`config.mk`:
```
export PLATFORM = sky130hd
export DESIGN_NAME = rau_divider
export DESIGN_NICKNAME = d
export VERILOG_FILES = /design/src/design/rau_pkg.sv /design/src/design/rau_divider.sv
export SDC_FILE = /design/constraint.sdc
export NUM_CORES = 1
export LEC_CHECK = 0
export BUFFER_PORTS_ARGS = -buffer_cell sky130_fd_sc_hd__clkbuf_2
export CORE_MARGIN = 1
export CORE_UTILIZATION = 60
export DETAILED_ROUTE_END_ITERATION = 8
export PLACE_DENSITY = 0.92
export SLEW_MARGIN = 20
export SYNTH_ARGS = -nofsm -noshare
export SYNTH_HDL_FRONTEND = slang
export SYNTH_SLANG_ARGS = --single-unit
```
`constraint.sdc`:
```
create_clock -name clock -period 7.9 [get_ports clock]
set_input_delay 1.185 -clock clock [delete_from_list [all_inputs] [get_ports clock]]
set_output_delay 1.185 -clock clock [all_outputs]
set_load 0.02 [all_outputs]
```
`src/design/rau_pkg.sv`:
```
// Package with the shared types and constants of the rational arithmetic unit.
`timescale 1ns / 1ps
package rau_pkg;

   typedef enum logic [2:0] {
      CMD_ADD = 3'd0,
      CMD_SUB = 3'd1,
      CMD_MUL = 3'd2,
      CMD_DIV = 3'd3,
      CMD_CMP = 3'd4
   } cmd_type;

   localparam int unsigned WORD_BITS = 64;

   // Request to the shared divider and its answer.
   typedef struct packed {
      logic              start;
      logic [WORD_BITS-1:0] dividend;
      logic [WORD_BITS-1:0] divisor;
   } div_req_type;

   typedef struct packed {
      logic              done;
      logic [WORD_BITS-1:0] quotient;
      logic [WORD_BITS-1:0] remainder;
   } div_rsp_type;

endpackage

```
`src/design/rau_divider.sv`:
```
// Bit-serial restoring divider for unsigned 64-bit words, one quotient bit a cycle.
`timescale 1ns / 1ps
module rau_divider
   import rau_pkg::*;
(
   input  logic        clock,
   input  logic        reset,
   input  div_req_type req,
   output div_rsp_type rsp
);

   logic [WORD_BITS-1:0] quo_ff, quo_in;
   logic [WORD_BITS-1:0] rem_ff, rem_in;
   logic [WORD_BITS-1:0] dsr_ff, dsr_in;
   logic [6:0]           cnt_ff, cnt_in;
   logic                 busy_ff, busy_in;
   logic                 done_ff, done_in;
   logic [WORD_BITS:0]   trial;
   logic [WORD_BITS:0]   shifted;

   // One shift and trial subtract per cycle.
   always_comb begin
      quo_in  = quo_ff;
      rem_in  = rem_ff;
      dsr_in  = dsr_ff;
      cnt_in  = cnt_ff;
      busy_in = busy_ff;
      done_in = 1'b0;
      shifted = {rem_ff, quo_ff[WORD_BITS-1]};
      trial   = shifted - {1'b0, dsr_ff};
      if (req.start) begin
         quo_in  = req.dividend;
         rem_in  = '0;
         dsr_in  = req.divisor;
         cnt_in  = 7'd0;
         busy_in = 1'b1;
      end else if (busy_ff) begin
         if (!trial[WORD_BITS]) begin
            rem_in = trial[WORD_BITS-1:0];
            quo_in = {quo_ff[WORD_BITS-2:0], 1'b1};
         end else begin
            rem_in = shifted[WORD_BITS-1:0];
            quo_in = {quo_ff[WORD_BITS-2:0], 1'b0};
         end
         cnt_in = cnt_ff + 7'd1;
         if (cnt_ff == 7'(WORD_BITS - 1)) begin
            busy_in = 1'b0;
            done_in = 1'b1;
         end
      end
   end

   always_ff @(posedge clock) begin
      if (reset) begin
         busy_ff <= 1'b0;
         done_ff <= 1'b0;
         cnt_ff  <= '0;
      end else begin
         busy_ff <= busy_in;
         done_ff <= done_in;
         cnt_ff  <= cnt_in;
      end
      quo_ff <= quo_in;
      rem_ff <= rem_in;
      dsr_ff <= dsr_in;
   end

   assign rsp.done      = done_ff;
   assign rsp.quotient  = quo_ff;
   assign rsp.remainder = rem_ff;

`ifndef SYNTHESIS
   a_done_once: assert property (@(posedge clock) disable iff (reset)
      done_ff |=> !done_ff) else $error("divider done held");
   a_done_after_busy: assert property (@(posedge clock) disable iff (reset)
      done_ff |-> !busy_ff) else $error("divider done while busy");
   a_cnt_bound: assert property (@(posedge clock) disable iff (reset)
      busy_ff |-> cnt_ff < 7'(WORD_BITS)) else $error("divider count overrun");
`endif

endmodule
```
## After elaboration in Yosys (flattened, before gate mapping)

Cells that the tools add are included.

- Bits in registers: 201
- Input port bits: 131
- Word-level logic and storage cells: 21

- Reductions and logical operators: 3
- Multiplexer cells: 8
- Add/subtract/negate cells: 2
- Equal/unequal tests: 1
- Bitwise logic cells: 1

Operators by type and width:

| cell | count |
|---|---|
| $mux 64 | 3 |
| $sub 65x64->65 | 1 |
| $add 7x1->7 const B | 1 |
| $eq 7x6->1 const B | 1 |
| $mux 1 | 5 |
| $reduce_or 3->1 | 1 |
| $reduce_bool 2->1 | 1 |
| $reduce_or 2->1 | 1 |
| $not 1->1 | 1 |

## Longest topological paths before layout

Gate-level depths: netlist of run 1.

- Depth after elaboration: 4
- Mapped depth: 16
- Gate-level depth less buffers: 13

## Worst setup path before layout of run 1

OpenSTA, ideal clock, no wires.

- Path kind: flip-flop to flip-flop
- Start point: register quo_ff[63]
- End point: register rem_ff[60]
- Period minus slack after synthesis: 3648 ps
- Required time: 7814 ps
- Stages on the path, launching flop included: 16
- Setup slack: 4252 ps
- Arrival time: 3563 ps
- Cells stage by stage: edfxtp_1 inv_1 ha_1 fa_1 nand2b_1 a21o_1 a31o_4 o31ai_4 a211oi_2 nor4_4 or2_1 buf_4 xnor2_1 buf_6 or4_1 a211oi_1

- Cells in the longest elaborated chain, start to end: 2

Ends and longest elaborated chain:

| element | line | text |
|---|---|---|
| start, declared | rau_divider.sv:12 | `logic [WORD_BITS-1:0] quo_ff, quo_in;` |
| start signal, assigned | rau_divider.sv:63 | `quo_ff <= quo_in;` |
| $sub 65x64->65 | rau_divider.sv:30 | `trial = shifted - {1'b0, dsr_ff};` |
| $mux 64 | rau_divider.sv:38 | `if (!trial[WORD_BITS]) begin` |
| end signal, assigned | rau_divider.sv:64 | `rem_ff <= rem_in;` |
| end, declared | rau_divider.sv:13 | `logic [WORD_BITS-1:0] rem_ff, rem_in;` |

Every way passes these cells.
A chain may end at the register's enable or synchronous reset.

## Final worst setup path of run 1

- Start point: register quo_ff[63]
- End point: register rem_ff[52]

Same word-level chain as after synthesis.

==> results_tabular.tex, run 1 <==
\begin{tabular}{lr}
\hline
Metric & Value \\
\hline
\multicolumn{2}{l}{\textbf{Status}} \\
Outcome & completed \\
\multicolumn{2}{l}{\textbf{Clock network}} \\
Clock tree buffer depth & 3 \\
Cts-stage hold buffer count & 0 \\
Clock slew at reported path FFs & 0.07 ns \\
TritonCTS clock tree & done \\
Buffer count from post-CTS setup fixing & 0 \\
CTS buffer count & 22 \\
Total number of clock tree sinks & 201 \\
Post-cts sizing count & 0 \\
H-tree depth reported by CTS & 1 \\
Worst-Skew Late Latency & 0.52 ns \\
CTS root buf & sky130\_fd\_sc\_hd\_\_clkbuf\_16 \\
\multicolumn{2}{l}{\textbf{Min path}} \\
Hold Path Class & register to register \\
\multicolumn{2}{l}{\textbf{Synth}} \\
Sequential-to-total area share from yosys stat & roughly 45\% \\
Top\_reg\_cell synth & sky130\_fd\_sc\_hd\_\_edfxtp\_1 \\
Main area contributors after synthesis & sky130\_fd\_sc\_hd\_\_edfxtp\_1 (32\%), sky130\_fd\_sc\_hd\_\_dfxtp\_1 (12\%), sky130\_fd\_sc\_hd\_\_ha\_1 (6.8\%) \\
Async SR Flop Fraction & 0\% \\
Combined area of all synthesized cells & $\sim$12000 µm² \\
Share of the synthesized area in the top cell type & 32.26\% \\
Cell type contributing the most total cell area after synthesis & sky130\_fd\_sc\_hd\_\_edfxtp\_1 \\
Syn\_nets & 1437 \\
Number of enable-type register cells in the synthesized netlist & $\sim$130 \\
Yosys reg bits & 201 \\
Count of cell types in the netlist & 73 \\
Post-synthesis instance total & 1240 \\
Mean area per synthesized cell & around 9.6 µm² \\
Synthesis Warnings & 0 \\
Top cell types by occurrence after synthesis & sky130\_fd\_sc\_hd\_\_nand2\_1 (163), sky130\_fd\_sc\_hd\_\_edfxtp\_1 (128), sky130\_fd\_sc\_hd\_\_a21oi\_1 (90), sky130\_fd\_sc\_hd\_\_inv\_1 (88), sky130\_fd\_sc\_hd\_\_nor2\_1 (88) \\
Cell with the most instances after synthesis & sky130\_fd\_sc\_hd\_\_nand2\_1 \\
\multicolumn{2}{l}{\textbf{Global route}} \\
M1 GR Usage & 36.23\% \\
First-pass GRT wire length & 50.62 mm \\
Number of global-route vias before repair & 10380 \\
GRT met3 Usage & approximately 5.8\% \\
Largest net degree at the start of global routing & approximately 110 \\
Global routing usage on met2 & 55.02\% \\
Global route total overflow & 0 \\
GR peak layer & met2 \\
Global-route total usage across every layer & a little under a third \\
Number of antenna violations at the first check in global routing & 1 \\
\multicolumn{2}{l}{\textbf{Timing}} \\
Total of endpoints with negative setup slack in the final report & 0 \\
Maximum clock frequency & 250.1 MHz \\
Number of slew-limit violations in the final report & 0 \\
Final number of hold-violating endpoints & 0 \\
Worst Max-Slew Pin Slew & 1.077 ns \\
Maximum clock skew at final layout & a little over 0.01 ns \\
RSZ-0062 raised after global routing & false \\
Final period demand of the worst path & around 4.0 ns \\
Post-route clock period utilization & 50.62\% \\
Fin Setup TNS & 0 ns \\
Worst slew slack as a fraction of its limit & 28.18\% \\
Hold\_ws & between 0.4 and 0.5 ns \\
\multicolumn{2}{l}{\textbf{Route}} \\
Iteration-0 DRC count of the detailed router & 860 \\
WL per Instance & approximately 18 µm \\
DR vias/cell & 6.032 \\
Residual antenna-violating net count after detailed routing & 0 \\
Detailed-route wire length & 32.24 mm \\
Vias after detailed routing & 10530 \\
Post-route DRC violation count & 0 \\
Initial DRT Pass Iterations & 5 \\
\multicolumn{2}{l}{\textbf{Die}} \\
Effective utilization at floorplan & approximately three fifths \\
Standard cell core area & 19460 µm² \\
Std cell rows & between 50 and 60 \\
Y dimension of the die & 142.9 µm \\
Die footprint & 20420 µm² \\
Number of top-level design ports & 260 \\
X dimension of the die & $\sim$140 µm \\
\multicolumn{2}{l}{\textbf{Pwr}} \\
Power density over the cells & approximately 220 nW/µm² \\
Largest voltage drop on the vdd net & 177.2 µV \\
Leak pwr & 6.187 nW \\
\multicolumn{2}{l}{\textbf{Finish}} \\
Final net count & 1662 \\
Number of antenna cells inserted & 0 \\
Share of final-layout standard cells stronger than drive strength 1 & around 26\% \\
Synth-to-Final Area Change & 18.22\% \\
Final core occ & between 70\% and 80\% \\
Final cell count without fillers & $\sim$1700 \\
\multicolumn{2}{l}{\textbf{Run}} \\
Number of violations of the max-capacitance limit & 0 \\
\multicolumn{2}{l}{\textbf{Worst setup path}} \\
Slowest cell on the critical path & sky130\_fd\_sc\_hd\_\_or4\_1 \\
Required time of the critical path & 8.33 ns \\
Max Fanout on Critical Path & 28 \\
Critical setup path kind & register to register \\
Critical path arrival & 4.43 ns \\
Type of element capturing the critical path & register \\
Delay of the slowest critical-path stage & 0.55 ns \\
Cells traversed along the worst timing path & inv\_1 > ha\_1 > fa\_1 > nand2b\_1 > a21o\_1 > a31o\_4 > o31ai\_4 > a211oi\_2 > nor4\_4 > or2\_1 > xnor2\_2 > buf\_4 > or4\_1 > a211oi\_1 \\
Crit path launch type & register \\
\multicolumn{2}{l}{\textbf{Place}} \\
Placed cell count & 1705 \\
Last weighted congestion value of the routability-driven placer & 0.9731 \\
DP HPWL & 23.30 mm \\
Quantity of I/O buffers inserted on ports & roughly 260 \\
\hline
\end{tabular}
## cells by family after synthesis
kind of cell               Yosys count  synth area share [%]
and+or+nand+nor                    375                 14.58
AOI/OAI and AO/OA                  309                 17.42
DFF                                201                 44.53
buffers and inverters              154                 5.114
muxes                               74                 6.879
adders and majority gates           66                 6.994
xor gates and xnor gates            61                 4.484
## worst max-delay path: cells and delay by family (launching register included)
kind / cells / cell delay (ns)
and+or+nand+nor: 4 / 1.35
DFF: 1 / 0.36
AOI/OAI and AO/OA: 5 / 1.20
xor gates and xnor gates: 1 / 0.10
adders and majority gates: 2 / 0.62
buffers and inverters: 2 / 0.30
## stage by stage
step	instance area, µm²	total power, W	worst slack [ns]
final	14080	0.003164	3.901
after global routing	14080	0.003297	3.718
after CTS	14060	0.003161	3.920
after detailed placement	13340	0.002144	3.927
after global placement	13340	0.002118	4.038
after floorplan	11910	0.001898	4.252
## cell usage in the layout (no fill, tap or decap), types with 12 or more instances in the layout
cell,instances
sky130_fd_sc_hd__clkbuf_2,258
sky130_fd_sc_hd__nand2_1,163
sky130_fd_sc_hd__edfxtp_1,128
sky130_fd_sc_hd__a21oi_1,90
sky130_fd_sc_hd__nor2_1,88
sky130_fd_sc_hd__inv_1,87
sky130_fd_sc_hd__dfxtp_1,72
sky130_fd_sc_hd__ha_1,65
sky130_fd_sc_hd__mux2_2,63
sky130_fd_sc_hd__o21ai_0,57
sky130_fd_sc_hd__a311oi_1,41
sky130_fd_sc_hd__xnor2_1,33
sky130_fd_sc_hd__a21o_1,26
sky130_fd_sc_hd__xor2_1,26
sky130_fd_sc_hd__nand3_1,25
sky130_fd_sc_hd__nand4_1,22
sky130_fd_sc_hd__clkbuf_16,22
sky130_fd_sc_hd__o21bai_1,20
sky130_fd_sc_hd__nor3_1,12
## registers in the layout, indices dropped and copies added, names as in the netlist
name and cells:
done_ff 1, quo_ff 64, cnt_ff 7, dsr_ff 64, busy_ff 1, rem_ff 64
## power by group
group          internal, W  switching, W  leakage [nW]
Combinational     0.000321      0.000526          3.96
Clock             0.000578      0.000436         0.353
Sequential         0.00122     0.0000789          1.87
Total              0.00212       0.00104          6.19
## metal layers
layer  vias up  routed length [µm]  share of wire, %
li1       4975                   -                 -
met5         -                  13             0.040
met2       495               15840                49
met4         2                1620               5.0
met3       113                2561               7.9
met1      4947               12200                38
## final timing paths
check | from | end | slack (ns) | depth (start not counted)
setup / recovery | quo_ff[63]$_DFFE_PP_ | rem_ff[52]$_SDFFE_PP0P_ | 3.90 | 14
hold / removal | cnt_ff[6]$_SDFFE_PP0P_ | cnt_ff[6]$_SDFFE_PP0P_ | 0.49 | 2
setup reg to reg | quo_ff[63]$_DFFE_PP_ | rem_ff[52]$_SDFFE_PP0P_ | 3.90 | 14
hold reg to reg | cnt_ff[6]$_SDFFE_PP0P_ | cnt_ff[6]$_SDFFE_PP0P_ | 0.49 | 2
## cell type report
| type | instances | area, µm² |
|---|---|---|
| multi-input cells | 885 | 6015 |
| fillers | 1361 | 5378 |
| flip-flops and latches | 201 | 5309 |
| repair buffers | 267 | 1383 |
| clock buffers | 28 | 603.1 |
| well taps | 265 | 331.6 |
| inverters | 88 | 330.3 |
| clock inverters | 12 | 113.9 |
(Power assumes the default switching activity.)
==> run 2, diff against run 1 <==
CORE_UTILIZATION = 55   (was 60)
PLACE_DENSITY = 0.86   (was 0.92)
clock period = 3.85 ns   (was 7.9 ns; I/O delays follow)
==> results_tabular.tex, run 2 (synthesized netlist as in run 1, its figures left out) <==
\begin{tabular}{lr}
\hline
Metric & Value \\
\hline
\multicolumn{2}{l}{\textbf{Finish}} \\
Filler Cell Count & 1633 \\
Share of final-layout standard cells stronger than drive strength 1 & 26.98\% \\
Largest registers & dsr\_ff: 64 flops, quo\_ff: 64 flops, rem\_ff: 64 flops \\
Final core occ & 67.87\% \\
Highest-count cells in the layout ignoring fill and taps & sky130\_fd\_sc\_hd\_\_clkbuf\_2 (258), sky130\_fd\_sc\_hd\_\_nand2\_1 (162), sky130\_fd\_sc\_hd\_\_edfxtp\_1 (128) \\
Final non-filler cell area & 14360 µm² \\
Most frequent standard cell in the layout excluding fill and tap cells & sky130\_fd\_sc\_hd\_\_clkbuf\_2 \\
Number of antenna cells inserted & 0 \\
Area of all sequential standard cells & 5309 µm² \\
Combined area of the multi-input logic cells & 6048 µm² \\
Synth-to-Final Area Change & 20.51\% \\
Final net count & about 1700 \\
\multicolumn{2}{l}{\textbf{Pwr}} \\
Power Internal & 0.004487 W \\
Total net switching power & between 0.002 and 0.0025 W \\
Largest voltage drop on the vdd net & 352.8 µV \\
Portion of total power attributed to the clock network & 32.7\% \\
Share of power burned in registers & 39.7\% \\
Leak pwr & 6.316 nW \\
Share of total power consumed by net switching & 32.87\% \\
Relative contribution of combinational cells to total power & between 20\% and 30\% \\
Power density over the cells & 465.6 nW/µm² \\
\multicolumn{2}{l}{\textbf{Place}} \\
Last weighted congestion value of the routability-driven placer & 0.9397 \\
Cell area after placement & 13490 µm² \\
Pre-CTS WS & 0.03732 ns \\
DP HPWL & 24.58 mm \\
Quantity of I/O buffers inserted on ports & 259 \\
\multicolumn{2}{l}{\textbf{Clock network}} \\
CTS buffer count & 23 \\
Clock tree buffer depth & 3 \\
CTS root buf & sky130\_fd\_sc\_hd\_\_clkbuf\_16 \\
H-tree depth reported by CTS & 1 \\
TritonCTS clock tree & done \\
Clock slew at reported path FFs & 0.07 ns \\
Total number of clock tree sinks & about 200 \\
Worst-Skew Late Latency & 0.52 ns \\
\multicolumn{2}{l}{\textbf{Worst setup path}} \\
Crit path launch type & register \\
Delay of the slowest critical-path stage & 0.38 ns \\
Critical path arrival & 4.14 ns \\
Register-to-register setup slack & 0.13 ns \\
CP delay by family, top & compound AO/OA/AOI/OAI gates \\
Type of element capturing the critical path & register \\
Required time of the critical path & approximately 4.3 ns \\
CP Buf/Inv Count & 3 \\
R2R cell count & 15 \\
Cells traversed along the worst timing path & inv\_1 > ha\_1 > fa\_2 > nand2b\_1 > a21o\_1 > a31o\_4 > o31ai\_4 > a211oi\_4 > nor4\_4 > nor2\_1 > xnor2\_2 > buf\_4 > buf\_12 > nand2\_1 > a311oi\_2 \\
Slowest cell on the critical path & sky130\_fd\_sc\_hd\_\_edfxtp\_1 \\
Critical setup path kind & register to register \\
Crit path depth & 15 \\
Max Fanout on Critical Path & 15 \\
\multicolumn{2}{l}{\textbf{Timing}} \\
Maximum clock skew at final layout & 0.01385 ns \\
Maximum clock frequency & 268.5 MHz \\
Final period demand of the worst path & 3.724 ns \\
Setup slack of the critical path after layout & between 0.1 and 0.15 ns \\
Final number of hold-violating endpoints & 0 \\
Worst slew slack as a fraction of its limit & 37.79\% \\
Worst Max-Slew Pin Slew & just over 0.9 ns \\
Post-route clock period utilization & 96.74\% \\
Total of endpoints with negative setup slack in the final report & 0 \\
Hold\_ws & about 0.22 ns \\
Number of slew-limit violations in the final report & 0 \\
\multicolumn{2}{l}{\textbf{Route}} \\
Residual antenna-violating net count after detailed routing & 0 \\
Detailed-route wire length & 33.63 mm \\
Vias after detailed routing & 10520 \\
Metal-1 WL & 13.39 mm \\
Initial DRT Pass Iterations & 7 \\
WL per Instance & 18.93 µm \\
Met3 Routed Length & 2.464 mm \\
DR vias/cell & a little under 6 \\
Iteration-0 DRC count of the detailed router & 762 \\
Met2 routed wirelength & 16.39 mm \\
Highest metal layer with signal wires & met4 \\
Post-route DRC violation count & 0 \\
\multicolumn{2}{l}{\textbf{Die}} \\
Y dimension of the die & 149.2 µm \\
Std cell rows & 53 \\
Number of top-level design ports & 260 \\
Effective utilization at floorplan & between 50\% and 60\% \\
Standard cell core area & 21150 µm² \\
X dimension of the die & 149.2 µm \\
Die footprint & 22250 µm² \\
\multicolumn{2}{l}{\textbf{Min path}} \\
Hold Path Stages & 2 \\
Hold Path Class & input port to register \\
\multicolumn{2}{l}{\textbf{Global route}} \\
Largest net degree at the start of global routing & between 80 and 90 \\
First-pass GRT wire length & 51.69 mm \\
Number of global-route vias before repair & 10210 \\
Global-route total usage across every layer & 29.23\% \\
Global route total overflow & 0 \\
Number of antenna violations at the first check in global routing & 0 \\
\multicolumn{2}{l}{\textbf{Status}} \\
Outcome & completed \\
\multicolumn{2}{l}{\textbf{Run}} \\
Number of violations of the max-capacitance limit & 0 \\
\hline
\end{tabular}
run 2: stage by stage:
| step | setup TNS [ns] | total power (W) | cells |
|---|---|---|---|
| global route | -0.04483 | 0.006965 | 1776 |
| global placement | 0 | 0.004400 | 1728 |
| finish | 0 | 0.006685 | 1776 |
| CTS | 0 | 0.006641 | 1770 |
| floorplan | 0 | 0.003894 | 1240 |
| detailed placement | 0 | 0.004452 | 1728 |
run 2: per-layer routing:
layer / vias up / global-route usage [%]
met5: - / 0
met4: 0 / 12.24
met3: 82 / 5.627
met2: 464 / 50.67
met1: 4968 / 35.36
li1: 5006 / -
run 2: what timing repair did:
action                                  in CTS  in global routing
hold buffers                                 0                  0
endpoints found under the setup margin       2                 57
cloned                                       0                  1
resized for setup                            2                 11
pin swaps                                    0                  5
buffers inserted                             0                  5
run 2: path summary, 6_finish.rpt:
kind,from,to
hold reg to reg,cnt_ff[6]$_SDFFE_PP0P_,cnt_ff[6]$_SDFFE_PP0P_
setup / recovery,quo_ff[63]$_DFFE_PP_,rem_ff[37]$_SDFFE_PP0P_
hold / removal,reset,busy_ff$_SDFF_PP0_
setup reg to reg,quo_ff[63]$_DFFE_PP_,rem_ff[37]$_SDFFE_PP0P_
run 2: power groups by stage:
stage               Sequential [W]  Clock, W  Combinational, W
floorplan                  0.00281         0           0.00108
global placement           0.00269         0           0.00171
detailed placement         0.00269         0           0.00176
CTS                        0.00265   0.00221           0.00177
global route               0.00267   0.00229           0.00200
finish                     0.00266   0.00218           0.00184
run 2: cell type report:
cell class / instances / area share, %
Clock buffer: 27 / 4.183
Timing Repair Buffer: 285 / 10.98
Multi-Input combinational cell: 885 / 42.13
Sequential cell: 201 / 36.98
Tap cell: 275 / 2.397
Clock inverter: 15 / 1.037
Inverter: 88 / 2.301
run 2: worst reg2reg max path, stage by stage (launching register included):
cell                       delay (ns)
sky130_fd_sc_hd__edfxtp_1        0.38
sky130_fd_sc_hd__inv_1           0.06
sky130_fd_sc_hd__ha_1            0.23
sky130_fd_sc_hd__fa_2            0.36
sky130_fd_sc_hd__nand2b_1        0.19
sky130_fd_sc_hd__a21o_1          0.20
sky130_fd_sc_hd__a31o_4          0.26
sky130_fd_sc_hd__o31ai_4         0.28
sky130_fd_sc_hd__a211oi_4        0.14
sky130_fd_sc_hd__nor4_4          0.38
sky130_fd_sc_hd__nor2_1          0.17
sky130_fd_sc_hd__xnor2_2         0.21
sky130_fd_sc_hd__buf_4           0.19
sky130_fd_sc_hd__buf_12          0.15
sky130_fd_sc_hd__nand2_1         0.10
sky130_fd_sc_hd__a311oi_2        0.32
==> run 3, diff against run 2 <==
PLACE_DENSITY = not set   (was 0.86)
PLACE_DENSITY_LB_ADDON = 0.05   (was not set)
==> results_tabular.tex, run 3 (synthesized netlist as in run 1, its figures left out) <==
\begin{tabular}{lr}
\hline
Metric & Value \\
\hline
\multicolumn{2}{l}{\textbf{Clock network}} \\
Total number of clock tree sinks & 201 \\
H-tree depth reported by CTS & 1 \\
Clock tree buffer depth & 3 \\
Worst-Skew Late Latency & 0.54 ns \\
CTS buffer count & 23 \\
TritonCTS clock tree & done \\
CTS root buf & sky130\_fd\_sc\_hd\_\_clkbuf\_16 \\
Clock slew at reported path FFs & 0.07 ns \\
\multicolumn{2}{l}{\textbf{Die}} \\
Die footprint & $\sim$22000 µm² \\
Y dimension of the die & 149.2 µm \\
Std cell rows & 53 \\
Standard cell core area & 21150 µm² \\
Number of top-level design ports & 260 \\
Effective utilization at floorplan & 56.32\% \\
X dimension of the die & 149.2 µm \\
\multicolumn{2}{l}{\textbf{Finish}} \\
Highest-count cells in the layout ignoring fill and taps & sky130\_fd\_sc\_hd\_\_clkbuf\_2 (258), sky130\_fd\_sc\_hd\_\_nand2\_1 (162), sky130\_fd\_sc\_hd\_\_edfxtp\_1 (128) \\
Final core occ & 67.43\% \\
Share of final-layout standard cells stronger than drive strength 1 & around a quarter \\
Synth-to-Final Area Change & 19.73\% \\
Number of antenna cells inserted & 0 \\
Most frequent standard cell in the layout excluding fill and tap cells & sky130\_fd\_sc\_hd\_\_clkbuf\_2 \\
Final cell count without fillers & 1774 \\
Final net count & 1679 \\
Largest registers & dsr\_ff: 64 flops, quo\_ff: 64 flops, rem\_ff: 64 flops \\
Final non-filler cell area & 14260 µm² \\
\multicolumn{2}{l}{\textbf{Worst setup path}} \\
Cells traversed along the worst timing path & inv\_1 > ha\_1 > fa\_1 > nand2b\_1 > a21o\_1 > a31o\_4 > o31ai\_4 > a211oi\_2 > nor4\_4 > nor2\_1 > xnor2\_2 > buf\_4 > clkbuf\_16 > nand2\_2 > o211ai\_1 \\
Required time of the critical path & about 4.3 ns \\
Max Fanout on Critical Path & 25 \\
Setup crit end & rem\_ff[54]\$\_SDFFE\_PP0P\_ \\
R2R cell count & 15 \\
Type of element capturing the critical path & register \\
Register-to-register setup slack & between 0.2 and 0.25 ns \\
Endpoint of the worst register-to-register path & rem\_ff[54]\$\_SDFFE\_PP0P\_ \\
Crit path launch type & register \\
Beginning of the critical path & quo\_ff[63]\$\_DFFE\_PP\_ \\
Worst flop-to-flop path startpoint & quo\_ff[63]\$\_DFFE\_PP\_ \\
Slowest cell on the critical path & sky130\_fd\_sc\_hd\_\_fa\_1 \\
Critical setup path kind & register to register \\
Critical path arrival & 4.07 ns \\
Delay of the slowest critical-path stage & 0.39 ns \\
\multicolumn{2}{l}{\textbf{Route}} \\
Post-route DRC violation count & 0 \\
Detailed-route wire length & 31.72 mm \\
Vias after detailed routing & 10230 \\
Initial DRT Pass Iterations & 5 \\
Residual antenna-violating net count after detailed routing & 0 \\
WL per Instance & 17.88 µm \\
DR vias/cell & 5.767 \\
Iteration-0 DRC count of the detailed router & 650 \\
\multicolumn{2}{l}{\textbf{Timing}} \\
Maximum clock skew at final layout & 0.01183 ns \\
Final number of hold-violating endpoints & 0 \\
Final period demand of the worst path & about 3.6 ns \\
Number of slew-limit violations in the final report & 0 \\
Worst slew slack as a fraction of its limit & 58.04\% \\
Fin Setup TNS & 0 ns \\
Maximum clock frequency & 275.6 MHz \\
Worst Max-Slew Pin Slew & 0.6285 ns \\
RSZ-0062 raised after global routing & false \\
Hold\_ws & 0.2068 ns \\
Post-route clock period utilization & 94.25\% \\
Total of endpoints with negative setup slack in the final report & 0 \\
\multicolumn{2}{l}{\textbf{Pwr}} \\
Total net switching power & 0.002142 W \\
Power density over the cells & 459.0 nW/µm² \\
Leak pwr & 6.277 nW \\
Portion of total power attributed to the clock network & roughly a third \\
Power Internal & 0.004406 W \\
Share of total power consumed by net switching & around a third \\
Relative contribution of combinational cells to total power & 27.4\% \\
Largest voltage drop on the vdd net & 351.7 µV \\
Share of power burned in registers & $\sim$41\% \\
\multicolumn{2}{l}{\textbf{Status}} \\
Outcome & completed \\
\multicolumn{2}{l}{\textbf{Global route}} \\
Largest net degree at the start of global routing & 99 \\
Number of antenna violations at the first check in global routing & 0 \\
Number of global-route vias before repair & between 9000 and 10000 \\
First-pass GRT wire length & 50.05 mm \\
Global-route total usage across every layer & approximately 28\% \\
Global route total overflow & 0 \\
\multicolumn{2}{l}{\textbf{Place}} \\
DP HPWL & 23.06 mm \\
Placed cell count & 1730 \\
Last weighted congestion value of the routability-driven placer & 0.9116 \\
Quantity of I/O buffers inserted on ports & 259 \\
Cell area after placement & approximately 14000 µm² \\
\multicolumn{2}{l}{\textbf{Min path}} \\
Hold Path Class & input port to register \\
Hold Path Stages & 2 \\
\multicolumn{2}{l}{\textbf{Run}} \\
Number of violations of the max-capacitance limit & 0 \\
\hline
\end{tabular}
[run 3: worst min path at each step]
stage	start	end	slack [ns]
2_1_floorplan	cnt_ff[6]$_SDFFE_PP0P_	cnt_ff[6]$_SDFFE_PP0P_	0.45
3_3_place_gp	cnt_ff[6]$_SDFFE_PP0P_	cnt_ff[6]$_SDFFE_PP0P_	0.47
3_5_place_dp	cnt_ff[6]$_SDFFE_PP0P_	cnt_ff[6]$_SDFFE_PP0P_	0.47
4_1_cts	reset	busy_ff$_SDFF_PP0_	0.20
5_1_grt	reset	busy_ff$_SDFF_PP0_	0.20
6_report	reset	busy_ff$_SDFF_PP0_	0.21
[run 3: per-stage QoR]
stage	setup slack [ns]	total power, W
3_5_place_dp	0.1919	0.004453
3_3_place_gp	0.2364	0.004430
6_report	0.2213	0.006548
5_1_grt	0.01048	0.006861
4_1_cts	0.1470	0.006554
2_1_floorplan	0.2016	0.003894
[run 3: critical path: cells and delay by family (launching register included)]
family	cells	cell delay (ns)
and+or+nand+nor	4	0.84
DFF	1	0.37
xor gates and xnor gates	1	0.16
buffers and inverters	3	0.45
AOI/OAI and AO/OA	5	1.09
adders and majority gates	2	0.60
[run 3: repair_timing]
action                     CTS  global route
hold buffers                 0             0
setup endpoints to repair    0            11
resized for setup            0             3
setup buffers                0             1
[run 3: final cells by class]
class,instances,area (µm²)
fillers,1734,6889
multi-input cells,885,6020
flip-flops and latches,201,5309
repair buffers,283,1554
clock buffers,30,611.8
well taps,275,344.1
inverters,88,330.3
clock inverters,12,96.34
[run 3: power by group through the flow]
stage / clock network (W) / logic [W] / registers [W]
after floorplan: 0 / 0.00108 / 0.00281
after global placement: 0 / 0.00174 / 0.00269
after detailed placement: 0 / 0.00176 / 0.00270
after CTS: 0.00213 / 0.00177 / 0.00266
after global routing: 0.00221 / 0.00196 / 0.00268
final: 0.00210 / 0.00179 / 0.00266
[run 3: routing by layer]
layer	wire [µm]	global-route usage, %	vias to the layer above
li1	-	-	5010
met1	13590	36.27	4801
met2	14630	46.49	361
met3	2488	6.667	58
met4	1012	9.592	0
met5	0	0	-
